===== src/design/ytg_pkg.sv =====
package ytg_pkg;

  localparam int QY  = 4768;
  localparam int QBU = 8266;
  localparam int QRV = 6537;
  localparam int QGV = 3330;
  localparam int QGU = 1602;

  localparam int LumaOffset   = 16;
  localparam int ChromaOffset = 128;
  localparam int QShift       = 12;

  localparam logic [7:0] BlackThresholdReset = 8'd22;
  localparam logic [6:0] GammaMax            = 7'h7F;

  localparam logic [6:0] GammaRom [0:255] = '{
    7'd0, 7'd0, 7'd0, 7'd0, 7'd0, 7'd0, 7'd0, 7'd0,
    7'd0, 7'd0, 7'd1, 7'd1, 7'd1, 7'd1, 7'd1, 7'd1,
    7'd1, 7'd1, 7'd1, 7'd1, 7'd1, 7'd1, 7'd1, 7'd1,
    7'd1, 7'd1, 7'd1, 7'd2, 7'd2, 7'd2, 7'd2, 7'd2,
    7'd2, 7'd2, 7'd2, 7'd2, 7'd2, 7'd2, 7'd2, 7'd2,
    7'd3, 7'd3, 7'd3, 7'd3, 7'd3, 7'd3, 7'd3, 7'd3,
    7'd3, 7'd4, 7'd4, 7'd4, 7'd4, 7'd4, 7'd4, 7'd4,
    7'd4, 7'd5, 7'd5, 7'd5, 7'd5, 7'd5, 7'd5, 7'd5,
    7'd6, 7'd6, 7'd6, 7'd6, 7'd6, 7'd6, 7'd7, 7'd7,
    7'd7, 7'd7, 7'd7, 7'd8, 7'd8, 7'd8, 7'd8, 7'd8,
    7'd9, 7'd9, 7'd9, 7'd9, 7'd10, 7'd10, 7'd10, 7'd10,
    7'd10, 7'd11, 7'd11, 7'd11, 7'd11, 7'd12, 7'd12, 7'd12,
    7'd13, 7'd13, 7'd13, 7'd13, 7'd14, 7'd14, 7'd14, 7'd15,
    7'd15, 7'd15, 7'd16, 7'd16, 7'd16, 7'd16, 7'd17, 7'd17,
    7'd18, 7'd18, 7'd18, 7'd19, 7'd19, 7'd19, 7'd20, 7'd20,
    7'd20, 7'd21, 7'd21, 7'd22, 7'd22, 7'd22, 7'd23, 7'd23,
    7'd24, 7'd24, 7'd24, 7'd25, 7'd25, 7'd26, 7'd26, 7'd27,
    7'd27, 7'd28, 7'd28, 7'd29, 7'd29, 7'd29, 7'd30, 7'd30,
    7'd31, 7'd31, 7'd32, 7'd33, 7'd33, 7'd34, 7'd34, 7'd35,
    7'd35, 7'd36, 7'd36, 7'd37, 7'd37, 7'd38, 7'd39, 7'd39,
    7'd40, 7'd40, 7'd41, 7'd42, 7'd42, 7'd43, 7'd43, 7'd44,
    7'd45, 7'd45, 7'd46, 7'd47, 7'd47, 7'd48, 7'd49, 7'd49,
    7'd50, 7'd51, 7'd51, 7'd52, 7'd53, 7'd54, 7'd54, 7'd55,
    7'd56, 7'd56, 7'd57, 7'd58, 7'd59, 7'd60, 7'd60, 7'd61,
    7'd62, 7'd63, 7'd64, 7'd64, 7'd65, 7'd66, 7'd67, 7'd68,
    7'd69, 7'd69, 7'd70, 7'd71, 7'd72, 7'd73, 7'd74, 7'd75,
    7'd76, 7'd76, 7'd77, 7'd78, 7'd79, 7'd80, 7'd81, 7'd82,
    7'd83, 7'd84, 7'd85, 7'd86, 7'd87, 7'd88, 7'd89, 7'd90,
    7'd91, 7'd92, 7'd93, 7'd94, 7'd95, 7'd96, 7'd97, 7'd99,
    7'd100, 7'd101, 7'd102, 7'd103, 7'd104, 7'd105, 7'd106, 7'd107,
    7'd109, 7'd110, 7'd111, 7'd112, 7'd113, 7'd115, 7'd116, 7'd117,
    7'd118, 7'd119, 7'd121, 7'd122, 7'd123, 7'd124, 7'd126, 7'd127
  };

  typedef struct packed {
    logic [6:0] blue;
    logic [6:0] red;
    logic [6:0] green;
  } grb_t;

  function automatic logic [6:0] gamma_curve(logic signed [11:0] v);
    logic [6:0] res;
    if (v[11]) begin
      res = 7'd0;
    end else if (v[10:8] != 3'd0) begin
      res = GammaMax;
    end else begin
      res = GammaRom[v[7:0]];
    end
    return res;
  endfunction

endpackage


===== src/design/ytg_pixel.sv =====
module ytg_pixel (
  input  logic [7:0]   luma_i,
  input  logic [7:0]   cb_i,
  input  logic [7:0]   cr_i,
  input  logic [7:0]   threshold_i,
  output ytg_pkg::grb_t pix_o
);
  import ytg_pkg::*;

  logic signed [9:0]  y_off;
  logic signed [9:0]  u_off;
  logic signed [9:0]  v_off;
  logic signed [23:0] ly;
  logic signed [23:0] r_sum;
  logic signed [23:0] g_sum;
  logic signed [23:0] b_sum;
  logic signed [11:0] r_q;
  logic signed [11:0] g_q;
  logic signed [11:0] b_q;
  logic signed [11:0] th;
  logic               black;

  function automatic logic signed [11:0] trunc_q12(logic signed [23:0] s);
    logic corr;
    corr = s[23] && (s[QShift-1:0] != '0);
    return $signed(s[23:QShift]) + $signed({11'd0, corr});
  endfunction

  always_comb begin
    y_off = $signed({2'b00, luma_i}) - 10'(LumaOffset);
    u_off = $signed({2'b00, cb_i}) - 10'(ChromaOffset);
    v_off = $signed({2'b00, cr_i}) - 10'(ChromaOffset);
    ly    = 24'(QY * y_off);
    r_sum = ly + 24'(QRV * v_off);
    g_sum = ly - 24'(QGV * v_off) - 24'(QGU * u_off);
    b_sum = ly + 24'(QBU * u_off);
    r_q   = trunc_q12(r_sum);
    g_q   = trunc_q12(g_sum);
    b_q   = trunc_q12(b_sum);
    th    = $signed({4'd0, threshold_i});
    black = (r_q < th) && (g_q < th) && (b_q < th);
    if (black) begin
      pix_o = '0;
    end else begin
      pix_o.green = gamma_curve(g_q);
      pix_o.red   = gamma_curve(r_q);
      pix_o.blue  = gamma_curve(b_q);
    end
  end

endmodule


===== src/design/yuyv_to_gamma_grb.sv =====
// YUYV to gamma-corrected GRB converter. Each request is one YUYV macropixel
// and yields one result holding two pixels that share its chroma, converted
// with BT.601 studio-range Q12 coefficients, forced black when all channels
// fall below black_threshold (APB offset 0x0, reset 22), then gamma mapped to
// 7 bits. One request is taken every clock while m_axis_tready stays high.
// The request is captured in the input register, converted by combinational
// logic, and its result is captured in the result register, which drives
// m_axis_tvalid and m_axis_tdata. A waiting result holds the pipeline;
// once the input register is also full, s_axis_tready stays low for every
// cycle that m_axis_tready is low.
module yuyv_to_gamma_grb (
  input  logic        clk_i,
  input  logic        rst_ni,
  input  logic        s_axis_tvalid,
  output logic        s_axis_tready,
  // luma_first[7:0], chroma_blue[15:8], luma_second[23:16], chroma_red[31:24]
  input  logic [31:0] s_axis_tdata,
  output logic        m_axis_tvalid,
  input  logic        m_axis_tready,
  // green_first[6:0], red_first[13:7], blue_first[20:14],
  // green_second[27:21], red_second[34:28], blue_second[41:35], zero [47:42]
  output logic [47:0] m_axis_tdata,
  input  logic        psel,
  input  logic        penable,
  input  logic        pwrite,
  input  logic [2:0]  paddr,
  input  logic [31:0] pwdata,
  output logic [31:0] prdata,
  output logic        pready
);
  import ytg_pkg::*;

  logic        in_valid_q;
  logic [31:0] in_data_q;
  logic        out_valid_q;
  logic [47:0] out_data_q;
  logic [7:0]  thresh_q;
  logic        out_ready;
  logic        in_ready;
  logic        reg_sel;
  grb_t        pix_first;
  grb_t        pix_second;

  assign reg_sel   = (paddr[2] == 1'b0);
  assign pready    = 1'b1;
  assign prdata    = reg_sel ? {24'd0, thresh_q} : 32'd0;

  always_ff @(posedge clk_i or negedge rst_ni) begin
    if (!rst_ni) begin
      thresh_q <= BlackThresholdReset;
    end else if (psel && penable && pwrite && reg_sel) begin
      thresh_q <= pwdata[7:0];
    end
  end

  assign out_ready     = !out_valid_q || m_axis_tready;
  assign in_ready      = !in_valid_q || out_ready;
  assign s_axis_tready = in_ready;

  always_ff @(posedge clk_i or negedge rst_ni) begin
    if (!rst_ni) begin
      in_valid_q  <= 1'b0;
      out_valid_q <= 1'b0;
    end else begin
      if (in_ready) begin
        in_valid_q <= s_axis_tvalid;
      end
      if (out_ready) begin
        out_valid_q <= in_valid_q;
      end
    end
  end

  always_ff @(posedge clk_i) begin
    if (in_ready && s_axis_tvalid) begin
      in_data_q <= s_axis_tdata;
    end
    if (out_ready && in_valid_q) begin
      out_data_q <= {6'd0, pix_second, pix_first};
    end
  end

  ytg_pixel u_pixel_first (
    .luma_i      (in_data_q[7:0]),
    .cb_i        (in_data_q[15:8]),
    .cr_i        (in_data_q[31:24]),
    .threshold_i (thresh_q),
    .pix_o       (pix_first)
  );

  ytg_pixel u_pixel_second (
    .luma_i      (in_data_q[23:16]),
    .cb_i        (in_data_q[15:8]),
    .cr_i        (in_data_q[31:24]),
    .threshold_i (thresh_q),
    .pix_o       (pix_second)
  );

  assign m_axis_tvalid = out_valid_q;
  assign m_axis_tdata  = out_data_q;

endmodule

===== config.mk =====
export PLATFORM = sky130hd
export DESIGN_NAME = yuyv_to_gamma_grb
export DESIGN_NICKNAME = d
export VERILOG_FILES = /design/src/design/ytg_pkg.sv /design/src/design/ytg_pixel.sv /design/src/design/yuyv_to_gamma_grb.sv
export SDC_FILE = /design/constraint.sdc
export NUM_CORES = 1
export LEC_CHECK = 0
export BUFFER_PORTS_ARGS = -buffer_cell sky130_fd_sc_hd__buf_4
export CELL_PAD_IN_SITES_DETAIL_PLACEMENT = 0
export CELL_PAD_IN_SITES_GLOBAL_PLACEMENT = 1
export CORE_MARGIN = 2
export CORE_UTILIZATION = 49
export CTS_BUF_LIST = sky130_fd_sc_hd__clkbuf_16
export CTS_CLUSTER_DIAMETER = 30
export DETAILED_ROUTE_END_ITERATION = 10
export PLACE_DENSITY = 0.85
export SYNTH_ARGS = -nofsm -noshare
export SYNTH_HDL_FRONTEND = slang
export SYNTH_SLANG_ARGS = --single-unit
export TNS_END_PERCENT = 50

===== constraint.sdc =====
create_clock -name clk_i -period 12 [get_ports clk_i]
set_input_delay 3.6 -clock clk_i [delete_from_list [all_inputs] [get_ports clk_i]]
set_output_delay 3.6 -clock clk_i [all_outputs]
set_load 0.01 [all_outputs]

### Word-level counts from Yosys, hierarchy flattened

Memories as Yosys holds them, arrays and structs flattened.
Cells that the tools add are included.

| storage, ports and cells | value |
|---|---|
| bits of input ports | 74 |
| memories kept | 6 |
| output and inout port bits | 83 |
| ROM bits | 10,752 |
| register bits | 84 |

| operators by class | value |
|---|---|
| add/sub/neg operators | 18 |
| order comparisons | 12 |
| $mul | 6 |
| muxes and demuxes | 19 |
| reduce and logical (&&, ||, !) cells | 37 |
| bitwise gates (word level) | 7 |

Memories:

| name | words | width | rd ports | clocked after Yosys merged registers in | wr ports | line | source |
|---|---|---|---|---|---|---|---|
| (no name shown) | 256 | 7 | 1 | 0 | 0 | ytg_pkg.sv:64 | `res = GammaRom[v[7:0]];` |
| (no name shown) | 256 | 7 | 1 | 0 | 0 | ytg_pkg.sv:64 |  |
| (no name shown) | 256 | 7 | 1 | 0 | 0 | ytg_pkg.sv:64 |  |
| (no name shown) | 256 | 7 | 1 | 0 | 0 | ytg_pkg.sv:64 |  |
| (no name shown) | 256 | 7 | 1 | 0 | 0 | ytg_pkg.sv:64 |  |
| (no name shown) | 256 | 7 | 1 | 0 | 0 | ytg_pkg.sv:64 |  |

Operator list:

| operator | number |
|---|---|
| $mux 7 | 18 |
| $add 24x24->24 | 4 |
| $sub 24x24->24 | 4 |
| $add 12x2->12 | 6 |
| $lt 12x9->1 | 6 |
| $reduce_bool 12->1 | 6 |
| $ge 9x9->1 const B | 6 |
| $not 8->9 | 6 |
| $mul 14x9->23 const A | 2 |
| $mul 9x9->18 const A | 2 |
| $mul 12x9->21 const A | 1 |
| $mul 11x9->20 const A | 1 |
| $reduce_bool 3->1 | 6 |
| $sub 8x5->9 const B | 2 |
| $sub 8x8->9 const B | 2 |
| $logic_and 1x1->1 | 15 |
| $reduce_or 2->1 | 6 |
| $mux 8 | 1 |
| $logic_not 1->1 | 2 |
| $logic_or 1x1->1 | 2 |
| $not 1->1 | 1 |

### Depth between registers and ports, before layout

Gate-level depths: netlist of the first run.

| depth | value |
|---|---|
| word-level depth | 12 |
| depth in mapped cells | 48 |

### Modules after synthesis

From an unflattened synthesis of the first run, not the netlist that was laid out.

| second synthesis, totals | value |
|---|---|
| cells, all modules | 4,242 |
| area, all modules | 34,194.0 µm² |

Modules (own cells, without submodules):

| module | area an instance (µm²) | instances | cells an instance | seq. area each (µm²) |
|---|---|---|---|---|
| ytg_pixel (u_pixel_first) | 15,675.0 | 1 | 2,069 | 0.0 |
| ytg_pixel (u_pixel_second) | 15,579.9 | 1 | 2,033 | 0.0 |
| yuyv_to_gamma_grb | 2,939.1 | 1 | 140 | 2,476.1 |

### Worst setup path after synthesis of the first run

Ideal clock, no wire load.

| path | value |
|---|---|
| kind | reg2reg |
| start point | reg in_data_q[4] |
| end point | reg out_data_q[2] (netlist: m_axis_tdata[2]) (data pin) |
| path slack | 1,822 ps |
| buffers on the path | 2 |
| setup time | 281 ps |
| clock period less this slack | 10,178 ps |
| stages on the path, launching flop included | 44 |
| arrival time | 9,897 ps |
| data required time | 11,719 ps |
| path through | edfxtp_1 > inv_1 > ha_1 > nor3b_1 > ha_1 > ha_1 > fa_1 > fa_1 > ha_1 > ha_1 > inv_1 > nor2_1 > nor2_1 > o21bai_1 > a21oi_1 > xnor2_1 > fa_1 > ha_1 > [... 8 more ...] > o31a_1 > ha_1 > nand2_1 > or4_1 > a21oi_2 > a21boi_4 > nor2_2 > inv_1 > clkbuf_1 > ha_1 > a21o_1 > a21o_1 > a21o_1 > a21o_1 > a21oi_1 > nand2_1 > o31ai_4 > a221oi_1 |

| on the way | value |
|---|---|
| longest elaborated chain between the ends | 12 |
| elaborated cells on any way between the ends | 27 |
| those cells by class | 8 x add/sub; 1 x mul; 3 x order compare; 3 x mux; 1 x bitwise; 10 x reduce/logical; 1 x memory |

RTL lines:

| what | line | source |
|---|---|---|
| start: declaration | yuyv_to_gamma_grb.sv:34 | `logic [31:0] in_data_q;` |
| start signal: assignment | yuyv_to_gamma_grb.sv:76 | `in_data_q <= s_axis_tdata;` |
| $sub 8x5->9 (*) | ytg_pixel.sv:30 | `y_off = $signed({2'b00, luma_i}) - 10'(LumaOffset);` |
| $mul 9x9->18 (*) | ytg_pixel.sv:33 | `ly = 24'(QY * y_off);` |
| $sub 24x24->24 (2 in series) | ytg_pixel.sv:35 | `g_sum = ly - 24'(QGV * v_off) - 24'(QGU * u_off);` |
| $reduce_bool 12->1 | ytg_pixel.sv:25 | `corr = s[23] && (s[QShift-1:0] != '0);` |
| $logic_and 1x1->1 | ytg_pixel.sv:25 |  |
| $add 12x2->12 | ytg_pixel.sv:26 | `return $signed(s[23:QShift]) + $signed({11'd0, corr});` |
| $not 8->9 (implied by the code) | ytg_pkg.sv:64 |  |
| $mem_v2 256x7 | -- |  |
| $mux 7 (implied by the code) (2 in series) | ytg_pkg.sv:64 |  |
| $mux 7 | ytg_pkg.sv:61 | `end else if (v[10:8] != 3'd0) begin` |
| end signal: assignment | yuyv_to_gamma_grb.sv:79 | `out_data_q <= {6'd0, pix_second, pix_first};` |
| end: declaration | yuyv_to_gamma_grb.sv:36 | `logic [47:0] out_data_q;` |

Mark *: on every way between the ends. The rest lies on a longest branch, timed or not. The select of a mux whose other input is x is not followed.
A chain may end at the register's enable or synchronous reset.

### Worst setup path in the final report of the first run

| path | value |
|---|---|
| start point | reg in_data_q[20] |
| end point | reg out_data_q[21] (netlist: m_axis_tdata[21]) (data pin) |

Same word-level chain as after synthesis.

==> results.md, run 1 <==
* Status: complete, no violations
* Worst path max stage delay at 0.66 ns
* HP Class: reg2reg
* Final hold viol count at 0
* Synth warnings at 0
* Clock root cell: clkbuf_16
* Drt total wl at 89500 µm
* Startpoint Class: flip-flop
* Clk sinks at 84
* Crit Path Max Fanout at 28
* Finished Cell Area at 31130 µm²
* Vias per Instance at 6.236
* Initial Utilization at 49.66%
* Period utilization at 94.24%
* Critical Path AT at 11.46 ns
* Max-slew violation count at 0
* Clock skew at 0.01673 ns
* Post-Place Cell Area at 30860 µm²
* Grt total ovfl at 0
* Asr flop ratio synth at 11.90%
* Yosys cell types at 126
* Area of the multi-input gates at 24700 µm²
* Worst skew pair latency at 0.40 ns
* Synth area leader: ha_1
* RSZ-0062 raised after global routing: no
* Final setup viols at 0
* Initial antenna violation count at 0
* Total GRT Usage at 28.56%
* Routed via count at 28378
* Slew HR at 24.44%
* Critical-path top delay cell: xor2_1
* Antenna Cells at 0
* Drt wl/cell at 19.67 µm
* Io pins at 157
* Share of post-route cells with drive strength above 1 at 8.655%
* Min Clock Period, post-route at 11.31 ns
* Post-detail-place hpwl at 70700 µm
* First-pass DRT Iterations at 6
* Post-synthesis cell count at 3758
* Final TNS setup at 0 ns
* Largest net degree at the start of global routing at 43
* Synthesized area at 29360 µm²
* Synth cell count leaders: ha_1 (550), inv_1 (367), a21oi_1 (305)
* IO buf count at 99
* Core Util, Final at 52.65%
* Number of global-route vias before repair at 27000
* Post-CTS Setup Bufs at 0
* CTS max path bufs at 2
* Die Footprint at 61900 µm²
* Nets at 4499
* Fmax at 88.42 MHz
* Hold buffer count at cts at 0
* Core Region at 59130 µm²
* Critical path type: reg2reg
* Die Wd at 248.8 µm
* Number of max-cap violations at 0
* Most used standard cell by instance count after synthesis: ha_1
* Fill cells at 5799
* Wire length of the first global-routing pass at 144600 µm
* Main synth FF type: edfxtp_1
* Final Wtd Congestion at 0.9902
* #FFs+latches synth at 84
* CP Data Required Time at 12.15 ns
* DRC errors left at 0
* Resized cells post-CTS at 0
* Row count at 89
* Synthesis-to-finish area growth at 6.016%
* Die Y at 248.8 µm
* Critical Path Most Common Cell: ha_1
* Clock slew at reported path FFs at 0.07 ns
* 1st-iter DRT viols at 2485
* Post-synthesis sequential area ratio at 8.432%
* Max H-tree Level at 3
* Register area at 2476 µm²
* Final antenna-violating net count at 0
* Post-synth top area share at 23.44%
* Slew of the pin with the lowest slew margin at 1.133 ns
* CTS tree: built
* Avg Inst Size Synth at 7.814 µm²
* Post-synth EDFFs at 74
* Setup crit end kind: flip-flop
* Ranking of synthesized cells by area: ha_1 (23%), edfxtp_1 (7.6%), fa_1 (7.0%)
* Inserted Clock Buffers at 9
[per-layer routing]
layer	wire length, µm	track usage (%)	part of all wire, %	vias to the layer above
li1	-	-	-	13876
met1	38610	37.23	43	13295
met2	42130	48.59	47	1063
met3	5910	3.584	6.6	144
met4	2852	9.870	3.2	0
met5	0	0	0	-
[layout make-up]
| type | instances | share of cell area, % |
|---|---|---|
| multi-input combinational | 3123 | 79.33 |
| sequential | 84 | 7.954 |
| inverter | 384 | 4.630 |
| timing repair buffer | 171 | 4.124 |
| tap | 773 | 3.107 |
| clock buffer | 9 | 0.7234 |
| clock inverter | 7 | 0.1326 |
[metrics by stage]
| step | worst slack (ns) | cells | hold slack, ns |
|---|---|---|---|
| after floorplan | 1.822 | 3787 | 0.4490 |
| after global placement | 0.9682 | 4535 | 0.4592 |
| after detailed placement | 0.8352 | 4535 | 0.4715 |
| after CTS | 0.8115 | 4551 | 0.4855 |
| after global routing | 0.05399 | 4551 | 0.5254 |
| final | 0.6907 | 4551 | 0.4843 |
[cell families after synthesis]
kind of cell	share of synthesized area, %
and+or+nand+nor	16.87
muxes	1.841
adders and majority gates	30.49
xor gates and xnor gates	5.812
AOI/OAI and AO/OA	28.45
buffers and inverters	8.074
DFF	8.432
other	0.02558
[flip-flops by register name, summed over array words and instances, names as in the netlist]
register       flops
m_axis_tdata      42
in_data_q         32
in_valid_q         1
m_axis_tvalid      1
thresh_q           8
[layout by cell type, fill, tap and decap left out, types with 23 or more instances in the layout]
cell	n
nand2b_1	48
nand4_1	27
xor2_1	50
nor2b_1	28
nor2_1	253
a21o_1	70
and2_1	24
and3_1	31
conb_1	31
o211ai_1	49
edfxtp_1	74
o21ai_0	200
o22ai_1	26
a31oi_1	78
a21oi_1	305
fa_1	102
inv_1	368
mux2i_1	27
xnor2_1	112
a211oi_1	66
nand3_1	100
a211o_1	23
o21a_1	30
ha_1	550
nor3_1	114
nand2_1	236
o21bai_1	35
buf_4	171
[path summary, 6_finish.rpt]
check | start | to | slack, ns | cells past startpoint
worst max register to register | in_data_q[20] | m_axis_tdata[21] | 0.69 | 42
worst max-delay path | in_data_q[20] | m_axis_tdata[21] | 0.69 | 42
worst min-delay path | in_valid_q | m_axis_tvalid | 0.48 | 1
max in group asynchronous | rst_ni | thresh_q[2] | 8.76 | 1
worst min register to register | in_valid_q | m_axis_tvalid | 0.48 | 1
min in group asynchronous | rst_ni | thresh_q[5] | 3.03 | 1
[critical path: cells and delay by family (launching register included)]
family | cells | cell delay, ns
buffers and inverters | 7 | 1.27
adders and majority gates | 10 | 3.39
AOI/OAI and AO/OA | 16 | 3.74
and+or+nand+nor | 7 | 1.29
DFF | 1 | 0.39
xor gates and xnor gates | 1 | 0.66
muxes | 1 | 0.29
Power of run 1 is not shown: default switching activity piles up to over one toggle a cycle in this logic, so the estimate is an artifact.
==> inputs of run 2 (changes only) <==
--- a/config.mk
+++ b/config.mk
@@ -13,7 +13,8 @@
 export CTS_BUF_LIST = sky130_fd_sc_hd__clkbuf_16
 export CTS_CLUSTER_DIAMETER = 30
 export DETAILED_ROUTE_END_ITERATION = 10
-export PLACE_DENSITY = 0.85
+export PLACE_DENSITY_LB_ADDON = 0.1
+export SETUP_SLACK_MARGIN = 0.5
 export SYNTH_ARGS = -nofsm -noshare
 export SYNTH_HDL_FRONTEND = slang
 export SYNTH_SLANG_ARGS = --single-unit
==> results.md, run 2 (synthesized netlist as in run 1, its figures left out) <==
* Number of global-route vias before repair at 27160 (+0.59%)
* Setup crit end kind: flip-flop
* Row count at 89 (unchanged)
* Routed via count at 28783 (+1.4%)
* Io pins at 157 (unchanged)
* RSZ-0062 raised after global routing: no
* Commonest non-fill, non-tap cell in the layout: ha_1
* Max H-tree Level at 3 (unchanged)
* Grt total ovfl at 0 (unchanged)
* Core Region at 59130 µm² (unchanged)
* Min Clock Period, post-route at 10.77 ns (-0.5350 ns)
* Most frequent cells in the layout: ha_1 (549), inv_1 (366), a21oi_1 (304), nor2_1 (253), nand2_1 (236)
* Fill cells at 5795 (-0.069%)
* Final TNS setup at 0 ns (unchanged)
* Die Footprint at 61900 µm² (unchanged)
* Critical Path AT at 10.91 ns (-0.55 ns)
* HP Class: reg2reg
* Nets at 4516 (+0.38%)
* Startpoint Class: flip-flop
* 1st-iter DRT viols at 2579 (+3.8%)
* Clk sinks at 84 (unchanged)
* Post-Place Cell Area at 30960 µm² (+0.32%)
* Final setup viols at 0 (unchanged)
* Finished Cell Area at 31350 µm² (+0.70%)
* Period utilization at 89.79% (-4.5 points)
* Slew of the pin with the lowest slew margin at 1.228 ns (+0.09442 ns)
* IO buf count at 99 (unchanged)
* Clock root cell: clkbuf_16
* Final hold viol count at 0 (unchanged)
* Final Wtd Congestion at 0.9624 (-2.8%)
* Die Y at 248.8 µm (unchanged)
* Number of max-cap violations at 0 (unchanged)
* Max-slew violation count at 0 (unchanged)
* Drt wl/cell at 20.79 µm (+5.7%)
* Status: complete, no violations
* Drt total wl at 94990 µm (+6.1%)
* Wire length of the first global-routing pass at 150200 µm (+3.8%)
* Vias per Instance at 6.300 (+1.0%)
* Post-detail-place hpwl at 75480 µm (+6.8%)
* CP Data Required Time at 12.13 ns (-0.02 ns)
* First-pass DRT Iterations at 5 (-1)
* Share of post-route cells with drive strength above 1 at 9.328% (+0.67 points)
* Die Wd at 248.8 µm (unchanged)
* DRC errors left at 0 (unchanged)
* Initial Utilization at 49.66% (unchanged)
* Slew HR at 18.14% (-6.3 points)
* Worst path max stage delay at 0.50 ns (-0.16 ns)
* Critical-path top delay cell: fa_1
* Crit Path Max Fanout at 10 (-64%)
* Clock skew at 0.03205 ns (+0.01533 ns)
* Clock slew at reported path FFs at 0.08 ns (about the same)
* Total GRT Usage at 29.91% (+1.3 points)
* Synthesis-to-finish area growth at 6.754%
* Fmax at 92.81 MHz (+5.0%)
* Largest net degree at the start of global routing at 43 (unchanged)
* CTS max path bufs at 2 (unchanged)
* Initial antenna violation count at 0 (unchanged)
* Critical path type: reg2reg
* Final antenna-violating net count at 0 (unchanged)
* Worst skew pair latency at 0.41 ns (about the same)
* Inserted Clock Buffers at 9 (unchanged)
* R2r setup slk at 1.23 ns (+0.54 ns)
* CTS tree: built
* Max reg flops at 42 (unchanged)
run 2: per-stage QoR:
| step | cells | worst slack (ns) | util [%] | hold slack, ns |
|---|---|---|---|---|
| 6_report | 4569 | 1.226 | 53.01 | 0.4901 |
| 4_1_cts | 4562 | 0.7837 | 52.84 | 0.4962 |
| 3_3_place_gp | 4546 | 0.9896 | 52.36 | 0.4677 |
| 3_5_place_dp | 4546 | 0.7986 | 52.36 | 0.4724 |
| 5_1_grt | 4568 | 0.5490 | 53.01 | 0.5305 |
| 2_1_floorplan | 3787 | 1.822 | - | 0.4490 |
run 2: per-layer routing:
layer	part of all wire, %	GRT usage (%)
met5	0	0
met4	2.0	7.446
met3	5.9	2.466
met2	45	48.98
met1	47	42.41
run 2: worst paths after layout:
kind,from,endpoint,cells after the start
hold reg to reg,in_valid_q,m_axis_tvalid,1
min in group asynchronous,rst_ni,thresh_q[6],1
max in group asynchronous,rst_ni,thresh_q[2],1
setup reg to reg,in_data_q[4],m_axis_tdata[10],46
setup / recovery,in_data_q[4],m_axis_tdata[10],46
hold / removal,in_valid_q,m_axis_tvalid,1
run 2: area by class of cell:
| class | instances | area [µm²] | share of cell area (%) |
|---|---|---|---|
| clock inverter | 7 | 55.05 | 0.1756 |
| tap | 773 | 967.2 | 3.085 |
| sequential | 84 | 2476 | 7.899 |
| multi-input combinational | 3123 | 24750 | 78.95 |
| inverter | 384 | 1448 | 4.618 |
| clock buffer | 9 | 225.2 | 0.7184 |
| timing repair buffer | 188 | 1424 | 4.542 |
| antenna | 1 | 2.502 | 0.007983 |
run 2: repair_timing:
action | in CTS | in global routing
resized for setup | 0 | 10
hold buffers | 0 | 0
endpoints found under the setup margin | 0 | 42
buffers inserted | 0 | 6
run 2: worst max-delay path: cells and delay by family (launching register included):
kind / cells / cell delay [ns]
fa+ha+maj: 11 / 3.97
buf+inv: 8 / 0.79
simple gates: 8 / 1.58
xor+xnor: 1 / 0.20
compound gates: 18 / 3.53
flops: 1 / 0.43
Power of run 2 is left out for the same reason.
